[config.mk]
export PLATFORM = sky130hd
export DESIGN_NAME = text_to_unsigned_integer
export DESIGN_NICKNAME = d
export VERILOG_FILES = /design/src/hw/rtl/ttui_pkg.sv /design/src/hw/rtl/text_to_unsigned_integer.sv
export SDC_FILE = /design/constraint.sdc
export NUM_CORES = 2
export LEC_CHECK = 0
export BUFFER_PORTS_ARGS = -buffer_cell sky130_fd_sc_hd__buf_2
export CORE_UTILIZATION = 45
export CTS_CLUSTER_SIZE = 12
export DETAILED_ROUTE_END_ITERATION = 10
export HOLD_SLACK_MARGIN = 0.08
export PLACE_DENSITY = 0.64
export SLEW_MARGIN = 20
export SYNTH_ARGS = -nofsm -noshare
export SYNTH_HDL_FRONTEND = slang
export SYNTH_SLANG_ARGS = --single-unit
[constraint.sdc]
create_clock -name clock -period 12.7 [get_ports clock]
set_input_delay 0.635 -clock clock [delete_from_list [all_inputs] [get_ports clock]]
set_output_delay 0.635 -clock clock [all_outputs]
set_load 0.03 [all_outputs]
[src/hw/rtl/ttui_pkg.sv]
package ttui_pkg;

   localparam int CharW   = 8;
   localparam int RadixW  = 6;
   localparam int NumW    = 64;
   localparam int StopW   = 16;
   localparam int StatusW = 2;

   localparam logic [RadixW-1:0] RadixReset = 6'd10;
   localparam logic [RadixW-1:0] RadixMax   = 6'd36;
   localparam logic [RadixW-1:0] RadixOct   = 6'd8;
   localparam logic [RadixW-1:0] RadixDec   = 6'd10;
   localparam logic [RadixW-1:0] RadixHex   = 6'd16;
   localparam logic [RadixW-1:0] RadixBin   = 6'd2;
   localparam logic [RadixW-1:0] NoDigit    = 6'd63;

   localparam logic [CharW-1:0] ChNul    = 8'h00;
   localparam logic [CharW-1:0] ChSpace  = 8'h20;
   localparam logic [CharW-1:0] ChTab    = 8'h09;
   localparam logic [CharW-1:0] ChCr     = 8'h0d;
   localparam logic [CharW-1:0] ChMinus  = 8'h2d;
   localparam logic [CharW-1:0] ChPlus   = 8'h2b;
   localparam logic [CharW-1:0] ChZero   = 8'h30;
   localparam logic [CharW-1:0] ChNine   = 8'h39;
   localparam logic [CharW-1:0] ChUpperA = 8'h41;
   localparam logic [CharW-1:0] ChUpperZ = 8'h5a;
   localparam logic [CharW-1:0] ChLowerA = 8'h61;
   localparam logic [CharW-1:0] ChLowerZ = 8'h7a;
   localparam logic [CharW-1:0] ChUpperX = 8'h58;
   localparam logic [CharW-1:0] ChLowerX = 8'h78;
   localparam logic [CharW-1:0] ChUpperB = 8'h42;
   localparam logic [CharW-1:0] ChLowerB = 8'h62;

   typedef enum logic [StatusW-1:0] {
      StatOk       = 2'd0,
      StatNoDigits = 2'd1,
      StatOverflow = 2'd2,
      StatBadBase  = 2'd3
   } status_type;

   function automatic logic radix_bad(input logic [RadixW-1:0] r);
      return (r == 6'd1) || (r > RadixMax);
   endfunction

   // Digit value of a character; letters count from ten, anything else is NoDigit.
   function automatic logic [RadixW-1:0] digit_of(input logic [CharW-1:0] c);
      logic [CharW-1:0] d;
      begin
         d = ChNul;
         if (c >= ChZero && c <= ChNine) begin
            d = c - ChZero;
         end else if (c >= ChUpperA && c <= ChUpperZ) begin
            d = c - ChUpperA + 8'd10;
         end else if (c >= ChLowerA && c <= ChLowerZ) begin
            d = c - ChLowerA + 8'd10;
         end else begin
            d = CharW'(NoDigit);
         end
         return d[RadixW-1:0];
      end
   endfunction

endpackage

[src/hw/rtl/text_to_unsigned_integer.sv]
// Converts a byte stream into unsigned integers, one string per NUL-terminated
// run: leading whitespace, an optional sign, an optional 0x/0b prefix (or a
// leading 0 for octal when the radix register is 0), then digits in the chosen
// base into a 64-bit value that saturates to all ones on overflow. One byte is
// taken every clock cycle with no gaps between strings; the result word appears
// on the rsp side the cycle after the NUL is accepted, from an output register.
// The req side stalls only while a result word waits with rsp_tready low. The
// cycle path is one 64x6 multiply-add with its overflow compare. Write the radix
// only while no string is in progress.
module text_to_unsigned_integer #(
   parameter longint unsigned POSITION_LIMIT = 64'd65535
) (
   input  logic        clock,
   input  logic        reset,
   // configuration
   input  logic        csr_valid,
   output logic        csr_ready,
   input  logic [5:0]  csr_wdata,   // radix
   // characters
   input  logic        req_tvalid,
   output logic        req_tready,
   input  logic [7:0]  req_tdata,   // [7:0] char_byte
   // results
   output logic        rsp_tvalid,
   input  logic        rsp_tready,
   output logic [79:0] rsp_tdata,   // [63:0] number, [79:64] stop_index
   output logic [1:0]  rsp_tuser    // [1:0] status
);

   localparam int PosW = $clog2(POSITION_LIMIT + 64'd1);
   localparam int ExtW = (PosW > ttui_pkg::StopW) ? PosW : ttui_pkg::StopW;
   localparam int ProdW = ttui_pkg::NumW + ttui_pkg::RadixW;

   typedef enum logic [2:0] {
      PhWs, PhSign, PhZero, PhPrefix, PhDigits, PhDone
   } phase_type;

   phase_type                    phase_ff, phase_in;
   logic                         minus_ff, minus_in;
   logic [ttui_pkg::RadixW-1:0]  base_ff, base_in;
   logic [ttui_pkg::NumW-1:0]    acc_ff, acc_in;
   logic                         ovf_ff, ovf_in;
   logic [PosW-1:0]              pos_ff, pos_next;
   logic [PosW-1:0]              pend_ff, pend_in;
   logic [ttui_pkg::RadixW-1:0]  radix_ff;

   logic                         out_valid_ff;
   logic [ttui_pkg::NumW-1:0]    number_ff, number_in;
   logic [ttui_pkg::StopW-1:0]   stop_ff, stop_in;
   ttui_pkg::status_type         status_ff, status_in;

   logic                         accept;
   logic                         is_nul;
   logic                         is_ws;
   logic                         start;
   logic                         do_digit;
   logic [ttui_pkg::RadixW-1:0]  digit_base;
   logic [ttui_pkg::RadixW-1:0]  dval;
   logic [ProdW-1:0]             prod;
   logic [ExtW-1:0]              pend_ext;

   assign csr_ready  = 1'b1;
   assign req_tready = !out_valid_ff || rsp_tready;
   assign accept     = req_tvalid && req_tready;
   assign is_nul     = (req_tdata == ttui_pkg::ChNul);
   assign is_ws      = (req_tdata == ttui_pkg::ChSpace) ||
                       (req_tdata >= ttui_pkg::ChTab && req_tdata <= ttui_pkg::ChCr);
   assign dval       = ttui_pkg::digit_of(req_tdata);
   assign pos_next   = (pos_ff == PosW'(POSITION_LIMIT)) ? pos_ff : pos_ff + 1'b1;
   assign prod       = ProdW'(acc_ff) * ProdW'(digit_base) + ProdW'(dval);

   // Per-character parse step.
   always_comb begin
      phase_in   = phase_ff;
      minus_in   = minus_ff;
      base_in    = base_ff;
      acc_in     = acc_ff;
      ovf_in     = ovf_ff;
      pend_in    = pend_ff;
      start      = 1'b0;
      do_digit   = 1'b0;
      digit_base = base_ff;
      unique case (phase_ff)
         PhWs: begin
            if (is_ws) begin
               phase_in = phase_ff;
            end else if (req_tdata == ttui_pkg::ChMinus || req_tdata == ttui_pkg::ChPlus) begin
               minus_in = (req_tdata == ttui_pkg::ChMinus);
               phase_in = PhSign;
            end else begin
               start = 1'b1;
            end
         end
         PhSign: start = 1'b1;
         PhZero: begin
            if ((req_tdata == ttui_pkg::ChLowerX || req_tdata == ttui_pkg::ChUpperX) &&
                (base_ff == '0 || base_ff == ttui_pkg::RadixHex)) begin
               base_in  = ttui_pkg::RadixHex;
               phase_in = PhPrefix;
            end else if ((req_tdata == ttui_pkg::ChLowerB || req_tdata == ttui_pkg::ChUpperB) &&
                         (base_ff == '0 || base_ff == ttui_pkg::RadixBin)) begin
               base_in  = ttui_pkg::RadixBin;
               phase_in = PhPrefix;
            end else begin
               digit_base = (base_ff == '0) ? ttui_pkg::RadixOct : base_ff;
               base_in    = digit_base;
               do_digit   = 1'b1;
            end
         end
         PhPrefix, PhDigits: do_digit = 1'b1;
         default: phase_in = phase_ff;
      endcase

      if (start) begin
         if (ttui_pkg::radix_bad(radix_ff)) begin
            base_in  = radix_ff;
            phase_in = PhDone;
         end else if (req_tdata == ttui_pkg::ChZero) begin
            base_in  = radix_ff;
            acc_in   = '0;
            pend_in  = pos_next;
            phase_in = PhZero;
         end else begin
            digit_base = (radix_ff == '0) ? ttui_pkg::RadixDec : radix_ff;
            base_in    = digit_base;
            do_digit   = 1'b1;
         end
      end

      if (do_digit) begin
         if (digit_base < ttui_pkg::RadixBin || dval >= digit_base) begin
            phase_in = PhDone;
         end else begin
            // keep the old value once the product no longer fits
            if (prod[ProdW-1:ttui_pkg::NumW] != '0) begin
               ovf_in = 1'b1;
            end else begin
               acc_in = prod[ttui_pkg::NumW-1:0];
            end
            pend_in  = pos_next;
            phase_in = PhDigits;
         end
      end
   end

   // Result for a NUL arriving now.
   always_comb begin
      pend_ext  = ExtW'(pend_ff);
      number_in = '0;
      stop_in   = '0;
      if (phase_ff == PhWs || phase_ff == PhSign) begin
         status_in = ttui_pkg::radix_bad(radix_ff) ? ttui_pkg::StatBadBase
                                                   : ttui_pkg::StatNoDigits;
      end else if (ttui_pkg::radix_bad(base_ff) && phase_ff == PhDone) begin
         status_in = ttui_pkg::StatBadBase;
      end else if (pend_ff == '0) begin
         status_in = ttui_pkg::StatNoDigits;
      end else if (ovf_ff) begin
         status_in = ttui_pkg::StatOverflow;
         number_in = '1;
         stop_in   = pend_ext[ttui_pkg::StopW-1:0];
      end else begin
         status_in = ttui_pkg::StatOk;
         number_in = minus_ff ? (ttui_pkg::NumW'(0) - acc_ff) : acc_ff;
         stop_in   = pend_ext[ttui_pkg::StopW-1:0];
      end
   end

   always_ff @(posedge clock) begin
      if (reset) begin
         phase_ff     <= PhWs;
         minus_ff     <= 1'b0;
         base_ff      <= '0;
         acc_ff       <= '0;
         ovf_ff       <= 1'b0;
         pos_ff       <= '0;
         pend_ff      <= '0;
         radix_ff     <= ttui_pkg::RadixReset;
         out_valid_ff <= 1'b0;
      end else begin
         if (csr_valid && csr_ready) begin
            radix_ff <= csr_wdata;
         end
         if (accept && is_nul) begin
            out_valid_ff <= 1'b1;
         end else if (rsp_tvalid && rsp_tready) begin
            out_valid_ff <= 1'b0;
         end
         if (accept) begin
            if (is_nul) begin
               number_ff    <= number_in;
               stop_ff      <= stop_in;
               status_ff    <= status_in;
               // back to whitespace skipping for the next string
               phase_ff     <= PhWs;
               minus_ff     <= 1'b0;
               base_ff      <= '0;
               acc_ff       <= '0;
               ovf_ff       <= 1'b0;
               pos_ff       <= '0;
               pend_ff      <= '0;
            end else begin
               phase_ff <= phase_in;
               minus_ff <= minus_in;
               base_ff  <= base_in;
               acc_ff   <= acc_in;
               ovf_ff   <= ovf_in;
               pos_ff   <= pos_next;
               pend_ff  <= pend_in;
            end
         end
      end
   end

   assign rsp_tvalid = out_valid_ff;
   assign rsp_tdata  = {stop_ff, number_ff};
   assign rsp_tuser  = status_ff;

endmodule

==> impl_metrics.yaml <==
worst_hold_path:
  min_from: "csr_wdata[3]"
  hold_class: "in2reg"
global_routing:
  track_usage_pct: 27.6
  grt_pass1_vias: 21400
  gr-total-overflow: 0
  antenna_found_initial: 1
  grt_max_degree: 99
  grt_pass1_wl_um: 118000
die:
  die_h_um: 231
  start_util_pct: 45.8
  die-area_sq_um: 53500
  placementRows: 83
  core_area_sq_um: 51600
  die_w_um: 231
  ios: 104
synth:
  synth_common_cells: "487 x nor2_1, 252 x fa_1, 198 x a21oi_1"
  ys_seq_area_share_pct: 20.1
  synth_top_cell_by_area: "fa_1"
  synthTopCellsByArea: "fa_1 21%, edfxtp_1 10%, dfxtp_1 9.7%"
  synth_cell_types: 83
  synthSimpleGateAreaFrac_pct: 20.6
  netlist_instances: 2798
  yosysTopAreaCellShare_pct: 21.3
  synthAdderAreaFrac_pct: 30.0
  netlist_area_sq_um: 23600
  syn-num-nets: 3232
  synth.most_common_cell: "nor2_1"
  yosys_warnings: 0
  ys.flop_type: "dfxtp_1"
  synth_edf_count: 82
  synth_mux_area_share_pct: 0.677
  synth-compound-area-share_pct: 18.3
  async_flop_share_pct: 0
  ys_seq_elements: 196
  synth_top_family_by_area: "adder cells"
  synth.avg_cell_area_sq_um: 8.45
  synth-xor-area-share_pct: 4.93
worst_setup_path:
  cpPeakStageDelay_ns: 0.95
  startpoint: "req_tdata[1]"
  worst-path-max-fanout: 42
  path_buf_inv: 8
  cp.depth: 30
  worst_ep_arrival_time_ns: 10.88
  r2r_slack_ns: 2.54
  timing.rr.start: "radix_ff[2]$_SDFFE_PP0P_"
  critPathTopFamily: "compound AO/OA/AOI/OAI gates"
  crit_path_end: "acc_ff[11]$_SDFFE_PP0P_"
  critPathKind: "in2reg"
  cp.required_ns: 13.02
  crit_slowest_cell: "o311ai_0"
  critPathLaunchType: "input port"
  cp-end-kind: "flop"
  r2r-end: "acc_ff[11]$_SDFFE_PP0P_"
  r2r_cells: 28
timing:
  slew_viol_final: 0
  final.setup_skew_ns: 0.0181
  slew_headroom_pct: 26.4
  clock.fmax_mhz: 94.7
  post-route-period-util_pct: 83.2
  fin_crit_ns: 10.56
  setup_viol: 0
  tightest_slew_ns: 1.10
  fin_tns_setup_ns: 0
  rsz0062_at_grt: "no"
  final-hold-violation-count: 0
route:
  top_layer: "met5"
  detail_route.vias_per_cell: 6.33
  wl_met3_um: 6090
  final_antenna_net_count: 0
  drt-initial-drc-count: 2143
  routed_wl_um: 73300
  drc: 0
  post_drt_wl_per_cell_um: 21.3
  vias: 21800
  wl_met2_um: 33200
  wl_met1_um: 32000
  dr.pass1.iters: 6
clock_tree:
  cts_setup_buffers: 0
  cts_resized: 0
  cts_sinks: 196
  cts_root_buffer: "clkbuf_16"
  tritoncts: "built"
  cts-htree-levels: 4
  clock_latency_ns: 0.48
  cts_hold_buf: 0
  clk_pin_slew_ns: 0.09
  numCtsBuffers: 17
  clockBufferDepth: 2
power_and_ir_drop:
  p_leak_nw: 10.7
  power_density_nw_per_um2: 67.4
  finalPower_mw: 1.70
  vdd_drop_max_v: 0.000107
placement:
  gp_congestion: 0.987
  dp_cells: 3415
  post-dp-hpwl_um: 54000
  place_area_sq_um: 24600
  portBuffers: 102
layout:
  layout-drive-gt1-share_pct: 7.70
  layout.nets: 3188
  diodes: 0
  fill_cells: 4917
  area_growth_pct: 6.89
  final_area_sq_um: 25300
  finalNonFillerCells: 3447
status:
  status: "complete, no violations"
run:
  max_cap_viol_count: 0
## registers in the layout (all words and copies together) (netlist names)
signal	cells
stop_ff	16
rsp_tuser	2
rsp_tvalid	1
base_ff	6
pos_ff	16
minus_ff	1
phase_ff	3
ovf_ff	1
acc_ff	64
radix_ff	6
number_ff	64
pend_ext	16
## through the flow
step           setup WS [ns]  util, %  hold slack (ns)
2_1_floorplan           4.11        -            0.441
3_3_place_gp            2.04     47.7            0.460
3_5_place_dp            1.79     47.7            0.475
4_1_cts                 2.25     49.0            0.347
5_1_grt                 1.87     49.0            0.358
6_report                2.14     49.0            0.364
## worst register-to-register path, delay by kind of cell, from the launching register on
kind,cells,cell delay [ns]
compound gates,10,2.95
fa+ha+maj,5,2.42
buf+inv,6,1.56
flops,1,0.43
mux,1,0.46
simple gates,6,2.17
## layout by cell type, fill, tap and decap left out, types with 46 or more instances in the layout
cell,n
buf_2,101
a31oi_1,67
edfxtp_1,82
nor4_1,60
nor2_1,485
a21oi_1,198
inv_1,81
clkinv_1,56
xnor2_1,104
nand4_1,46
fa_1,252
o41ai_1,80
o21ai_0,102
dfxtp_1,113
nand2_1,156
nor3_1,113
ha_1,163
## where the power goes
part           total [mW]  internal (mW)  switching [mW]
Combinational       0.430          0.127           0.303
Sequential          0.670          0.658          0.0123
Clock               0.603          0.279           0.323
Total                1.70           1.06           0.639
## routing by layer
metal  vias up  track usage (%)
li1       9917                -
met1     10700             38.7
met3       137             3.91
met2      1048             43.5
met5         -                0
met4         2             9.06
## cell families after synthesis
family          count (synthesis)
flops                         196
buf+inv                       334
mux                            16
xor+xnor                      133
other cells                     1
compound gates                657
fa+ha+maj                     415
simple gates                 1046
## worst min-delay path by stage
stage | end | slack (ns) | cells past startpoint
CTS | radix_ff[3]$_SDFFE_PP1P_ | 0.35 | 2
finish | radix_ff[3]$_SDFFE_PP1P_ | 0.36 | 2
global route | radix_ff[1]$_SDFFE_PP1P_ | 0.36 | 2
global placement | pend_ext[5]$_SDFFE_PP0P_ | 0.46 | 2
floorplan | pend_ext[5]$_SDFFE_PP0P_ | 0.44 | 2
detailed placement | pend_ext[5]$_SDFFE_PP0P_ | 0.48 | 2
## cell type report
type                       count  area (sq um)  area share [%]
timing repair buffer         133           749            2.97
tap                          680           851            3.37
multi-input combinational   2268         17800            70.3
clock inverter                15           218           0.861
clock buffer                  17           425            1.68
inverter                     138           518            2.05
sequential                   196          4750            18.8
No activity file was read; power rests on OpenSTA's default activity.
